`config.mk`:
```
export PLATFORM = sky130hd
export DESIGN_NAME = beep_pattern_sequencer
export DESIGN_NICKNAME = d
export VERILOG_FILES = /design/src/rtl/core/bps_pkg.sv /design/src/rtl/core/bps_csr.sv /design/src/rtl/core/beep_pattern_sequencer.sv
export SDC_FILE = /design/constraint.sdc
export NUM_CORES = 1
export LEC_CHECK = 0
export BUFFER_PORTS_ARGS = -buffer_cell sky130_fd_sc_hd__buf_2
export CELL_PAD_IN_SITES_DETAIL_PLACEMENT = 0
export CELL_PAD_IN_SITES_GLOBAL_PLACEMENT = 1
export CORE_MARGIN = 8
export CORE_UTILIZATION = 40
export CTS_CLUSTER_SIZE = 25
export DETAILED_ROUTE_END_ITERATION = 12
export HOLD_SLACK_MARGIN = 0.06
export PLACE_DENSITY_LB_ADDON = 0.3
export SYNTH_ARGS = -nofsm -noshare
export SYNTH_HDL_FRONTEND = slang
export SYNTH_HIERARCHICAL = 1
export SYNTH_SLANG_ARGS = --single-unit
```
`constraint.sdc`:
```
create_clock -name clock -period 6 [get_ports clock]
set_input_delay 0.3 -clock clock [delete_from_list [all_inputs] [get_ports clock]]
set_output_delay 0.3 -clock clock [all_outputs]
set_load 0.05 [all_outputs]
```
`src/rtl/core/bps_pkg.sv`:
```
// ---------------------------------------------------------------------------
// bps_pkg
// Shared types and constants of the beep pattern sequencer.
// ---------------------------------------------------------------------------
package bps_pkg;

   localparam int unsigned TICK_W   = 16;
   localparam int unsigned BEEPS_W  = 8;
   localparam int unsigned KIND_W   = 2;
   localparam int unsigned CSR_IDX_W = 3;

   typedef enum logic [1:0] {
      PH_IDLE  = 2'd0,
      PH_MARK  = 2'd1,
      PH_SPACE = 2'd2,
      PH_STOP  = 2'd3
   } phase_type;

   localparam logic OP_TICK    = 1'b0;
   localparam logic OP_COMMAND = 1'b1;

   localparam logic [KIND_W-1:0] KIND_STOP  = 2'd0;
   localparam logic [KIND_W-1:0] KIND_SHORT = 2'd1;
   localparam logic [KIND_W-1:0] KIND_HALF  = 2'd2;
   localparam logic [KIND_W-1:0] KIND_LONG  = 2'd3;

   localparam logic [CSR_IDX_W-1:0] CSR_SHORT_ON  = 3'd0;
   localparam logic [CSR_IDX_W-1:0] CSR_SHORT_OFF = 3'd1;
   localparam logic [CSR_IDX_W-1:0] CSR_HALF_ON   = 3'd2;
   localparam logic [CSR_IDX_W-1:0] CSR_HALF_OFF  = 3'd3;
   localparam logic [CSR_IDX_W-1:0] CSR_LONG_ON   = 3'd4;
   localparam logic [CSR_IDX_W-1:0] CSR_LONG_OFF  = 3'd5;

   localparam logic [TICK_W-1:0] RST_SHORT_ON  = 16'd50;
   localparam logic [TICK_W-1:0] RST_SHORT_OFF = 16'd100;
   localparam logic [TICK_W-1:0] RST_HALF_ON   = 16'd200;
   localparam logic [TICK_W-1:0] RST_HALF_OFF  = 16'd500;
   localparam logic [TICK_W-1:0] RST_LONG_ON   = 16'd1200;
   localparam logic [TICK_W-1:0] RST_LONG_OFF  = 16'd1500;

   typedef struct packed {
      logic [TICK_W-1:0] on_ticks;
      logic [TICK_W-1:0] off_ticks;
   } reload_type;

endpackage

```
`src/rtl/core/bps_csr.sv`:
```
// ---------------------------------------------------------------------------
// bps_csr
// Duration registers and selection of the on/off pair for a beep kind.
// ---------------------------------------------------------------------------
module bps_csr (
   input  logic                               clock,
   input  logic                               reset,
   input  logic                               csr_valid,
   input  logic [bps_pkg::CSR_IDX_W-1:0]      csr_index,
   input  logic [bps_pkg::TICK_W-1:0]         csr_data,
   input  logic [bps_pkg::KIND_W-1:0]         kind,
   output bps_pkg::reload_type                reload
);

   logic [bps_pkg::TICK_W-1:0] short_on_ff, short_off_ff;
   logic [bps_pkg::TICK_W-1:0] half_on_ff, half_off_ff;
   logic [bps_pkg::TICK_W-1:0] long_on_ff, long_off_ff;

   always_ff @(posedge clock) begin
      if (reset) begin
         short_on_ff  <= bps_pkg::RST_SHORT_ON;
         short_off_ff <= bps_pkg::RST_SHORT_OFF;
         half_on_ff   <= bps_pkg::RST_HALF_ON;
         half_off_ff  <= bps_pkg::RST_HALF_OFF;
         long_on_ff   <= bps_pkg::RST_LONG_ON;
         long_off_ff  <= bps_pkg::RST_LONG_OFF;
      end else if (csr_valid) begin
         unique case (csr_index)
            bps_pkg::CSR_SHORT_ON:  short_on_ff  <= csr_data;
            bps_pkg::CSR_SHORT_OFF: short_off_ff <= csr_data;
            bps_pkg::CSR_HALF_ON:   half_on_ff   <= csr_data;
            bps_pkg::CSR_HALF_OFF:  half_off_ff  <= csr_data;
            bps_pkg::CSR_LONG_ON:   long_on_ff   <= csr_data;
            bps_pkg::CSR_LONG_OFF:  long_off_ff  <= csr_data;
            default: ;
         endcase
      end
   end

   // kinds other than half and long (short and stop) select the short pair
   always_comb begin
      unique case (kind)
         bps_pkg::KIND_HALF: begin
            reload.on_ticks  = half_on_ff;
            reload.off_ticks = half_off_ff;
         end
         bps_pkg::KIND_LONG: begin
            reload.on_ticks  = long_on_ff;
            reload.off_ticks = long_off_ff;
         end
         default: begin
            reload.on_ticks  = short_on_ff;
            reload.off_ticks = short_off_ff;
         end
      endcase
   end

endmodule

```
`src/rtl/core/beep_pattern_sequencer.sv`:
```
// ---------------------------------------------------------------------------
// beep_pattern_sequencer
// Buzzer beep sequencer: ticks and commands step a mark/space pattern.
// Response: an accepted req beat's rsp beat is registered, valid in the next cycle.
// Throughput: one beat per cycle while rsp_ready is high; the rsp register
// drains while the next beat is taken, set by the single state-update stage.
// Reset: synchronous; phase idle, counters cleared, durations to defaults.
// ---------------------------------------------------------------------------
module beep_pattern_sequencer (
   input  logic                             clock,
   input  logic                             reset,
   input  logic                             req_valid,
   output logic                             req_ready,
   input  logic                             req_opcode,
   input  logic [bps_pkg::KIND_W-1:0]       req_beep_kind,
   input  logic [bps_pkg::BEEPS_W-1:0]      req_repeat_count,
   output logic                             rsp_valid,
   input  logic                             rsp_ready,
   output logic                             rsp_buzzer_level,
   output logic                             rsp_is_free,
   input  logic                             csr_valid,
   output logic                             csr_ready,
   input  logic [bps_pkg::CSR_IDX_W-1:0]    csr_index,
   input  logic [bps_pkg::TICK_W-1:0]       csr_data
);

   bps_pkg::phase_type              phase_ff, phase_in;
   logic [bps_pkg::TICK_W-1:0]      countdown_ff, countdown_in, count_dec;
   logic [bps_pkg::BEEPS_W-1:0]     beeps_ff, beeps_in;
   logic [bps_pkg::TICK_W-1:0]      on_reload_ff, on_reload_in;
   logic [bps_pkg::TICK_W-1:0]      off_reload_ff, off_reload_in;
   logic                            buzzer_ff, buzzer_in;
   logic                            rsp_valid_ff, rsp_valid_in;
   logic                            rsp_buzzer_ff, rsp_free_ff;
   logic                            req_fire;
   bps_pkg::reload_type             reload;

   assign csr_ready = 1'b1;
   assign req_ready = !rsp_valid_ff || rsp_ready;
   assign req_fire  = req_valid && req_ready;

   bps_csr u_csr (
      .clock     (clock),
      .reset     (reset),
      .csr_valid (csr_valid),
      .csr_index (csr_index),
      .csr_data  (csr_data),
      .kind      (req_beep_kind),
      .reload    (reload)
   );

   assign count_dec = (countdown_ff != '0) ? countdown_ff - 1'b1 : countdown_ff;

   always_comb begin
      phase_in      = phase_ff;
      countdown_in  = countdown_ff;
      beeps_in      = beeps_ff;
      on_reload_in  = on_reload_ff;
      off_reload_in = off_reload_ff;
      buzzer_in     = buzzer_ff;
      if (req_opcode == bps_pkg::OP_COMMAND) begin
         if (req_beep_kind == bps_pkg::KIND_STOP) begin
            phase_in = bps_pkg::PH_STOP;
         end else begin
            on_reload_in  = reload.on_ticks;
            off_reload_in = reload.off_ticks;
            phase_in      = bps_pkg::PH_MARK;
            countdown_in  = '0;
            beeps_in      = req_repeat_count;
         end
      end else begin
         countdown_in = count_dec;
         unique case (phase_ff)
            bps_pkg::PH_MARK: begin
               if (count_dec == '0) begin
                  buzzer_in    = 1'b1;
                  phase_in     = bps_pkg::PH_SPACE;
                  countdown_in = on_reload_ff;
               end
            end
            bps_pkg::PH_SPACE: begin
               if (count_dec == '0) begin
                  if (beeps_ff > bps_pkg::BEEPS_W'(1)) begin
                     beeps_in     = beeps_ff - 1'b1;
                     buzzer_in    = 1'b0;
                     phase_in     = bps_pkg::PH_MARK;
                     countdown_in = off_reload_ff;
                  end else begin
                     phase_in = bps_pkg::PH_STOP;
                  end
               end
            end
            bps_pkg::PH_STOP: begin
               buzzer_in = 1'b0;
               phase_in  = bps_pkg::PH_IDLE;
            end
            default: ;
         endcase
      end
   end

   assign rsp_valid_in = req_fire || (rsp_valid_ff && !rsp_ready);

   always_ff @(posedge clock) begin
      if (reset) begin
         phase_ff      <= bps_pkg::PH_IDLE;
         countdown_ff  <= '0;
         beeps_ff      <= '0;
         on_reload_ff  <= '0;
         off_reload_ff <= '0;
         buzzer_ff     <= 1'b0;
         rsp_valid_ff  <= 1'b0;
      end else begin
         rsp_valid_ff <= rsp_valid_in;
         if (req_fire) begin
            phase_ff      <= phase_in;
            countdown_ff  <= countdown_in;
            beeps_ff      <= beeps_in;
            on_reload_ff  <= on_reload_in;
            off_reload_ff <= off_reload_in;
            buzzer_ff     <= buzzer_in;
         end
      end
   end

   always_ff @(posedge clock) begin
      if (req_fire) begin
         rsp_buzzer_ff <= buzzer_in;
         rsp_free_ff   <= (phase_in == bps_pkg::PH_IDLE);
      end
   end

   assign rsp_valid        = rsp_valid_ff;
   assign rsp_buzzer_level = rsp_buzzer_ff;
   assign rsp_is_free      = rsp_free_ff;

   a_free_tracks_phase: assert property (@(posedge clock) disable iff (reset)
      rsp_valid_ff |-> (rsp_free_ff == (phase_ff == bps_pkg::PH_IDLE)))
      else $error("is_free disagrees with phase");

   a_level_tracks_drive: assert property (@(posedge clock) disable iff (reset)
      rsp_valid_ff |-> (rsp_buzzer_ff == buzzer_ff))
      else $error("buzzer level disagrees with drive");

   a_stop_goes_idle: assert property (@(posedge clock) disable iff (reset)
      (req_fire && req_opcode == bps_pkg::OP_TICK && phase_ff == bps_pkg::PH_STOP)
      |=> (phase_ff == bps_pkg::PH_IDLE && !buzzer_ff))
      else $error("stop phase did not return to idle");

   a_command_starts_mark: assert property (@(posedge clock) disable iff (reset)
      (req_fire && req_opcode == bps_pkg::OP_COMMAND
       && req_beep_kind != bps_pkg::KIND_STOP)
      |=> (phase_ff == bps_pkg::PH_MARK && countdown_ff == '0))
      else $error("command did not start mark phase");

endmodule

```
# Word-level counts from Yosys, hierarchy flattened
# Cells that the tools add are included.
[word_totals]
reg_bits = 158
input_bits = 35
out_inout_bits = 5
elab_cells = 77
[classes]
addsub = 2
order_cmp = 1
n_eq_ne = 11
n_mux = 24
bitwise_logic = 1
n_reduce_logical = 23
[ops]
columns = ["op", "count"]
rows = [
  ["2-to-1 mux 16 bit", 6],
  ["case mux 32 bit (2 select lines)", 1],
  ["2-to-1 mux 8 bit", 5],
  ["case mux 16 bit (2 select lines)", 1],
  ["zero test 16 bit", 1],
  ["nonzero test 16 bit", 1],
  ["subtractor 16 x 1 -> 16 bit (second input constant)", 1],
  ["AND reduction 2 bit", 7],
  ["2-to-1 mux 2 bit", 5],
  ["== test 2 bit (second input constant)", 4],
  ["> comparator 8 x 1 -> 1 bit (second input constant)", 1],
  ["subtractor 8 x 1 -> 8 bit (second input constant)", 1],
  ["== test 3 x 2 -> 1 bit (second input constant)", 2],
  ["== test 3 bit (second input constant)", 2],
  ["case mux 2 bit (3 select lines)", 1],
  ["nonzero test 2 bit", 3],
  ["AND reduction 5 bit", 1],
  ["zero test 2 bit", 2],
  ["2-to-1 mux 1 bit", 4],
  ["== test 3 x 1 -> 1 bit (second input constant)", 1],
  ["zero test 3 bit", 1],
  ["case mux 1 bit (3 select lines)", 1],
  ["AND reduction 3 bit", 1],
  ["== test 2 x 1 -> 1 bit (second input constant)", 1],
  ["other kinds (5)", 8],
]

# Longest topological paths before layout
# Gate-level depths: netlist of run 1.
[depth]
depth_word = 7
depth_mapped = 13
mapped_depth_nobuf = 11

# Modules after synthesis
# The synthesis of run 1 kept the hierarchy.
[by_module_without_submodules]
columns = ["module", "instances", "cells_each", "area_per_inst_um2", "seq_area_each_um2"]
rows = [
  ["bps_csr", 1, 453, 4413.0, 1921.8],
  ["beep_pattern_sequencer", 1, 484, 3641.0, 1261.2],
]

# Worst setup path before layout of run 1
# OpenSTA, ideal clock, no wires.
[synth_timing]
kind = "reg2reg"
startpoint = "register countdown_ff[0] (netlist bit)"
endpoint = "register rsp_free_ff (netlist: rsp_is_free), data pin"
setup_time_ns = 0.268
arrival_time_ns = 3.011
t_required_ns = 5.732
path_slack_ns = 2.721
path_stages_with_launch = 13
path_buffers = 1
period_less_slack_ns = 3.279
path_cell_list = "dfxtp_1 -> inv_1 -> ha_1 -> or3b_2 -> clkbuf_1 -> or4_4 -> a221o_1 -> o21ai_2 -> nand4_4 -> nor3_2 -> nor2_1 -> nor4_1 -> nor3b_1"
[synth_via]
elab_chain_cells = 7
word_cells_on_any_way = 9
classes_between = "add/sub (1); mux (5); reduce/logical (3)"
[synth_lines]
columns = ["element", "line_no", "rtl"]
rows = [
  ["from (decl)", "beep_pattern_sequencer.sv:28", "logic [bps_pkg::TICK_W-1:0] countdown_ff, countdown_in, count_dec;"],
  ["from (signal assigned)", "beep_pattern_sequencer.sv:117", "countdown_ff <= countdown_in;"],
  ["subtractor 16 x 1 -> 16 bit or nonzero test 16 bit (tied branches)", "beep_pattern_sequencer.sv:52", "assign count_dec = (countdown_ff != '0) ? countdown_ff - 1'b1 : countdown_ff;"],
  ["2-to-1 mux 16 bit (*)", "beep_pattern_sequencer.sv:52", ""],
  ["zero test 16 bit (*)", "beep_pattern_sequencer.sv:75, beep_pattern_sequencer.sv:82", ""],
  ["2-to-1 mux 2 bit, on equally long branches", "beep_pattern_sequencer.sv:82, beep_pattern_sequencer.sv:75", ""],
  ["case mux 2 bit (3 select lines) (*)", "beep_pattern_sequencer.sv:73", "unique case (phase_ff)"],
  ["2-to-1 mux 2 bit (*)", "beep_pattern_sequencer.sv:61", "if (req_opcode == bps_pkg::OP_COMMAND) begin"],
  ["zero test 2 bit (*)", "beep_pattern_sequencer.sv:129", "rsp_free_ff <= (phase_in == bps_pkg::PH_IDLE);"],
  ["to (signal assigned)", "beep_pattern_sequencer.sv:129", ""],
  ["to (decl)", "beep_pattern_sequencer.sv:34", "logic rsp_buzzer_ff, rsp_free_ff;"],
]
# Mark *: on every way between the ends. The rest lies on a longest branch, timed or not.
# A chain may end at the register's enable or synchronous reset.

# Worst setup path after layout of run 1
[layout_timing]
startpoint = "register countdown_ff[0] (netlist bit)"
endpoint = "register countdown_ff[15] (netlist bit)"
[layout_via]
elab_chain_cells = 6
word_cells_on_any_way = 9
classes_between = "add/sub (1); mux (6); reduce/logical (2)"
[layout_lines]
columns = ["element", "line_no"]
rows = [
  ["subtractor 16 x 1 -> 16 bit or nonzero test 16 bit (tied branches)", "beep_pattern_sequencer.sv:52"],
  ["2-to-1 mux 16 bit (*)", "beep_pattern_sequencer.sv:52"],
  ["zero test 16 bit or 2-to-1 mux 16 bit (tied branches)", "beep_pattern_sequencer.sv:75, beep_pattern_sequencer.sv:82, beep_pattern_sequencer.sv:83"],
  ["2-to-1 mux 16 bit, on equally long branches", "beep_pattern_sequencer.sv:82, beep_pattern_sequencer.sv:75"],
  ["case mux 16 bit (2 select lines) (*)", "beep_pattern_sequencer.sv:73"],
  ["2-to-1 mux 16 bit (*)", "beep_pattern_sequencer.sv:61"],
]
# Marks and branches as above.

==> results of run 1 <==
==> cells in the mapped netlist, types with 2 or more instances <==
library cell	instances
nand3_1	5
o21a_1	6
xnor2_1	3
a22oi_1	16
dfxtp_1	156
a2bb2oi_1	8
buf_2	20
buf_6	2
nor4_2	4
a21o_1	2
mux2i_1	130
a221oi_1	2
nand2_1	98
inv_1	16
a22o_1	3
ha_1	6
nand4bb_1	2
nor2_1	87
nor3_1	15
nand4b_1	2
buf_1	3
a211oi_1	13
o31ai_1	2
o41ai_1	2
clkbuf_1	48
or3_1	4
and2_1	2
o211ai_1	3
or2_2	3
or4_1	4
nand4_1	4
buf_4	2
nand2b_1	88
nor3b_1	3
a21oi_1	101
o32a_1	2
o21ai_2	2
nor4_1	5
a32oi_1	2
o21ai_0	19
a31oi_1	8
edfxtp_1	2
==> cell type report <==
class | instances | share of cell area
multi-input cells | 687 | 0.499
flip-flops and latches | 158 | 0.356
clock buffers | 18 | 0.0491
well taps | 270 | 0.0378
repair buffers | 52 | 0.0333
clock inverters | 14 | 0.0186
inverters | 16 | 0.00671
==> critical path, cell delays in order (launching register included) <==
cell and delay [ps]:
dfxtp_1 370, inv_1 110, ha_1 270, nor3b_1 590
nand4_1 440, or3_1 430, a21oi_1 280, nand4_4 220
o31ai_2 430, nand3_2 260, a31oi_1 290, o21ai_1 80
==> path summary, 6_finish.rpt <==
kind	depth (start not counted)	start	slack, ps	to
hold / removal	3	req_valid	130	rsp_valid$_SDFF_PP0_
setup reg to reg	11	countdown_ff[0]$_SDFFE_PP0P_	2120	countdown_ff[15]$_SDFFE_PP0P_
setup / recovery	11	countdown_ff[0]$_SDFFE_PP0P_	2120	countdown_ff[15]$_SDFFE_PP0P_
hold reg to reg	2	off_reload_ff[8]$_SDFFE_PP0P_	450	off_reload_ff[8]$_SDFFE_PP0P_
==> through the flow <==
stage / instance area (sq um) / hold slack, ps / instances
floorplan: 8050 / 429 / 937
global placement: 8340 / 443 / 1183
detailed placement: 8340 / 447 / 1183
CTS: 8950 / 109 / 1215
global route: 8950 / 128 / 1215
finish: 8950 / 126 / 1215
==> routing by layer <==
metal  vias up  global-route usage
met1      2987               0.227
met2        94               0.253
li1       3285                   -
met5         -                   0
met3        18              0.0298
met4         0              0.0476
==> cell families (layout without fill, tap and decap cells) <==
group	count (synthesis)	in the layout	synth area share
AO/OA/AOI/OAI	204	204	0.158
XOR/XNOR	4	4	0.00435
adder cells (fa/ha/maj)	6	6	0.00932
buffers and inverters	92	100	0.0508
flip-flops	158	158	0.395
multiplexers	132	132	0.165
other	1	1	0.000466
AND/OR/NAND/NOR	340	340	0.217
==> state kept, by name (all words and copies together) (netlist names) <==
register	count
buzzer_ff	1
u_csr/short_on_ff	16
beeps_ff	8
phase_ff	2
u_csr/short_off_ff	16
u_csr/half_off_ff	16
rsp_buzzer_level	1
u_csr/long_on_ff	16
u_csr/long_off_ff	16
off_reload_ff	16
rsp_is_free	1
on_reload_ff	16
countdown_ff	16
u_csr/half_on_ff	16
rsp_valid	1
==> impl_metrics.env, run 1 <==
export IMPL_detail_route_antenna_nets=0
export IMPL_path_class="reg2reg"
export IMPL_postLayoutCoreUtil=0.448
export IMPL_synth_top_area_share=0.388
export IMPL_finalCriticalPeriod_ps=3880
export IMPL_dpl_hpwl_um=12500
export IMPL_clockBufferDepth=2
export IMPL_vias=6384
export IMPL_die_w_um=158
export IMPL_drive_gt1_frac=0.113
export IMPL_n_fill_cell=2024
export IMPL_period_share=0.647
export IMPL_worstMarginPinSlew_ps=1020
export IMPL_fin_nets=973
export IMPL_wl_met3_um=578
export IMPL_ys_warn_count=6
export IMPL_rsz0062_at_grt="false"
export IMPL_grt_max_degree=68
export IMPL_tritoncts="yes"
export IMPL_syn_num_nets=978
export IMPL_worstPathMaxFanout=9
export IMPL_synth_area_sq_um=8050
export IMPL_detail_route_wl_per_cell_um=16.1
export IMPL_critPathArrivalTime_ps=4190
export IMPL_syn_inst=937
export IMPL_hold_violations=0
export IMPL_cts_buffers_inserted=17
export IMPL_synth_edf_count=2
export IMPL_synth_area_leader_cell="dfxtp_1"
export IMPL_multi_input_area_sq_um=4460
export IMPL_final_common_cell="dfxtp_1"
export IMPL_drc=0
export IMPL_gp_congestion=0.877
export IMPL_dr_pass1_iters=5
export IMPL_grt_pass1_wl_um=32500
export IMPL_syn_area_per_cell_sq_um=8.60
export IMPL_cts_sinks=158
export IMPL_syn2layout_area_growth_pct=11.1
export IMPL_clkSlewWorstSetupHoldPaths_ps=60
export IMPL_highest_layer="met4"
export IMPL_synth_seq_area_share=0.395
export IMPL_min_delay_path_class="in2reg"
export IMPL_synth_cell_types=74
export IMPL_m1WireLength_um=9970
export IMPL_post_cts_buffers=0
export IMPL_io_buffer_count=38
export IMPL_ios=40
export IMPL_htreeDepth=4
export IMPL_status="complete, no violations"
export IMPL_startpoint_type="flip-flop"
export IMPL_synthFlopType="dfxtp_1"
export IMPL_endpoint_kind="flip-flop"
export IMPL_async_flop_share=0
export IMPL_seqCellArea_sq_um=3180
export IMPL_setup_viol=0
export IMPL_die_height_um=158
export IMPL_grt_usage=0.163
export IMPL_slew_violations=0
export IMPL_clock_latency_ps=420
export IMPL_first_global_vias=6139
export IMPL_num_antenna_cells=0
export IMPL_drt_wl_total_um=19600
export IMPL_grt_ovfl_total=0
export IMPL_fmax_mhz=258
export IMPL_critical_path_required_ps=6300
export IMPL_ctsHoldBuffers=0
export IMPL_grt_antenna_before_repair=0
export IMPL_final_cell_mix="156 x dfxtp_1, 130 x mux2i_1, 101 x a21oi_1"
export IMPL_fp_row_count=52
export IMPL_start_util=0.403
export IMPL_skew_ps=12.1
export IMPL_die_area_sq_um=24900
export IMPL_coreArea_sq_um=20000
export IMPL_maxCapViolCount=0
export IMPL_dr_wl_met2_um=8790
export IMPL_tns_ps=0
export IMPL_root_buffer="clkbuf_16"
export IMPL_post_cts_resize_count=0
export IMPL_synth_seq_cells=158
export IMPL_maxSlewHeadroom=0.319
export IMPL_setup_slack_ps=2120
export IMPL_pre_cts_ws_ps=2160
export IMPL_via_per_inst=5.25
export IMPL_drtIter0Drc=478
export IMPL_synth_area_leaders="dfxtp_1 39%, mux2i_1 16%, nand2b_1 6.8%"
Power of run 1 is not shown: default switching activity piles up to over one toggle a cycle in this logic, so the estimate is an artifact.
==> run 2: changes to the inputs <==
clock period = 3.7 ns   (was 6 ns; I/O delays follow)
==> run 2 against run 1 <==
Against the previous run: worst setup slack got worse by 1900 ps; final area rose by 2.1%; clock skew fell by 4.7 ps; hold slack got worse by 36 ps; register-to-register slack got worse by 1900 ps; clock-buffer cell count rose by 1; cell count rose by 1.9%; non-clock buffer count rose by 23.
==> impl_metrics.env, run 2 (synthesized netlist as in run 1, its figures left out) <==
export IMPL_setup_slack_ps=242
export IMPL_first_global_vias=6293
export IMPL_r2r_end="rsp_is_free$_DFFE_PP_"
export IMPL_drtIter0Drc=471
export IMPL_power_total_uw=8270
export IMPL_reg2reg_depth=11
export IMPL_seqCellArea_sq_um=3180
export IMPL_fmax_mhz=289
export IMPL_whs_ps=90.1
export IMPL_tritoncts="yes"
export IMPL_via_per_inst=5.28
export IMPL_num_antenna_cells=0
export IMPL_cts_buffers_inserted=17
export IMPL_hold_violations=0
export IMPL_worstPathMaxFanout=8
export IMPL_maxCapViolCount=0
export IMPL_period_share=0.935
export IMPL_dpl_hpwl_um=12900
export IMPL_ir_drop_mv=0.997
export IMPL_fp_row_count=52
export IMPL_maxSlewHeadroom=0.340
export IMPL_fin_nets=996
export IMPL_die_area_sq_um=24900
export IMPL_leakagePower_uw=0.00378
export IMPL_grt_max_degree=99
export IMPL_clkSlewWorstSetupHoldPaths_ps=70
export IMPL_p_seq_frac=0.235
export IMPL_die_height_um=158
export IMPL_crit_chain="inv_1 > ha_1 > or3b_2 > or4_4 > a221o_1 > o21ai_2 > nand4_4 > nor3_2 > nor2_1 > nor4_1 > nor3b_1"
export IMPL_grt_ovfl_total=0
export IMPL_die_w_um=158
export IMPL_final_common_cell="dfxtp_1"
export IMPL_critical_path_required_ps=3860
export IMPL_final_cell_mix="156 x dfxtp_1, 130 x mux2i_1, 101 x a21oi_1"
export IMPL_sw_frac_of_total=0.443
export IMPL_slew_violations=0
export IMPL_skew_ps=7.40
export IMPL_finalCriticalPeriod_ps=3460
export IMPL_clockBufferDepth=2
export IMPL_multi_input_area_sq_um=4470
export IMPL_detail_route_antenna_nets=0
export IMPL_grt_antenna_before_repair=0
export IMPL_switchingPower_uw=3670
export IMPL_cp_slowest_cell="or4_4"
export IMPL_start_util=0.403
export IMPL_path_class="reg2reg"
export IMPL_endpoint_kind="flip-flop"
export IMPL_crit_buf_inv=1
export IMPL_pwr_share_clk=0.207
export IMPL_ios=40
export IMPL_vias=6531
export IMPL_r2r_setup_slack_ps=240
export IMPL_p_per_area_nw_per_um2=906
export IMPL_gp_congestion=0.892
export IMPL_pre_cts_ws_ps=213
export IMPL_worstMarginPinSlew_ps=991
export IMPL_endpoint="rsp_is_free$_DFFE_PP_"
export IMPL_tns_ps=0
export IMPL_setup_worst_path_start="countdown_ff[0]$_SDFFE_PP0P_"
export IMPL_grt_pass1_wl_um=33300
export IMPL_detail_route_wl_per_cell_um=16.2
export IMPL_cp_depth=11
export IMPL_grtUsageMet3=0.0322
export IMPL_cts_sinks=158
export IMPL_internal_power_uw=4610
export IMPL_min_delay_path_class="in2reg"
export IMPL_clock_latency_ps=420
export IMPL_startpoint_type="flip-flop"
export IMPL_grt_usage=0.167
export IMPL_setup_viol=0
export IMPL_syn2layout_area_growth_pct=13.4
export IMPL_coreArea_sq_um=20000
export IMPL_htreeDepth=4
export IMPL_dr_pass1_iters=5
export IMPL_drive_gt1_frac=0.122
export IMPL_power_frac_comb=0.558
export IMPL_met2_usage=0.265
export IMPL_root_buffer="clkbuf_16"
export IMPL_drt_wl_total_um=20100
export IMPL_met1_usage=0.226
export IMPL_timing_rr_start="countdown_ff[0]$_SDFFE_PP0P_"
export IMPL_rsz0062_at_grt="false"
export IMPL_critPathArrivalTime_ps=3620
export IMPL_critPathTopFamily="simple AND/OR/NAND/NOR gates"
export IMPL_postLayoutCoreUtil=0.457
export IMPL_status="complete, no violations"
export IMPL_n_fill_cell=2008
export IMPL_busiest_layer="met2"
export IMPL_drc=0
export IMPL_io_buffer_count=38
export IMPL_crit_path_max_incr_delay_ps=510
## run 2: worst min-delay path by stage
stage / start / to / slack [ps] / cells after the start
4_1_cts: csr_data[6] / u_csr/short_on_ff[6]$_SDFFE_PP0P_ / 60 / 3
6_report: rsp_ready / rsp_valid$_SDFF_PP0_ / 90 / 3
5_1_grt: rsp_ready / rsp_valid$_SDFF_PP0_ / 80 / 3
3_3_place_gp: req_valid / rsp_valid$_SDFF_PP0_ / 440 / 3
3_5_place_dp: req_valid / rsp_valid$_SDFF_PP0_ / 440 / 3
2_1_floorplan: req_valid / rsp_valid$_SDFF_PP0_ / 310 / 2
## run 2: layer usage
layer | part of all wire | vias to the layer above
li1 | - | 3317
met4 | 0.022 | 0
met1 | 0.49 | 3067
met2 | 0.46 | 119
met5 | 0 | -
met3 | 0.034 | 28
## run 2: worst min-delay path, delay by kind of cell
kind	cells	cell delay [ps]
buffers and inverters	1	70
AO/OA/AOI/OAI	1	70
AND/OR/NAND/NOR	1	120
## run 2: cell type report
type / count / area share
clock buffer: 19 / 0.0474
inverter: 16 / 0.00657
multi-input combinational: 687 / 0.490
timing repair buffer: 75 / 0.0556
sequential: 158 / 0.348
tap: 270 / 0.0370
clock inverter: 13 / 0.0153
## run 2: power by group through the flow
stage / Combinational (uW) / Clock [uW] / Sequential, uW
2_1_floorplan: 4250 / 0 / 1990
3_3_place_gp: 4940 / 0 / 2000
3_5_place_dp: 4900 / 0 / 2000
4_1_cts: 4940 / 1760 / 1960
5_1_grt: 4700 / 1830 / 1950
6_report: 4620 / 1710 / 1950
## run 2: timing repair
item                                   4_1_cts  5_1_grt
hold buffers                                10        0
setup endpoints to repair                    0        2
buffers inserted                             0        0
endpoints found under the hold margin       14        0
resized for setup                            0        1
## run 2: metrics by stage
stage,std cells,cell area (sq um)
6_report,1238,9140
3_3_place_gp,1196,8450
4_1_cts,1238,9130
2_1_floorplan,937,8050
5_1_grt,1238,9140
3_5_place_dp,1196,8450
No activity file was read; power rests on OpenSTA's default activity.
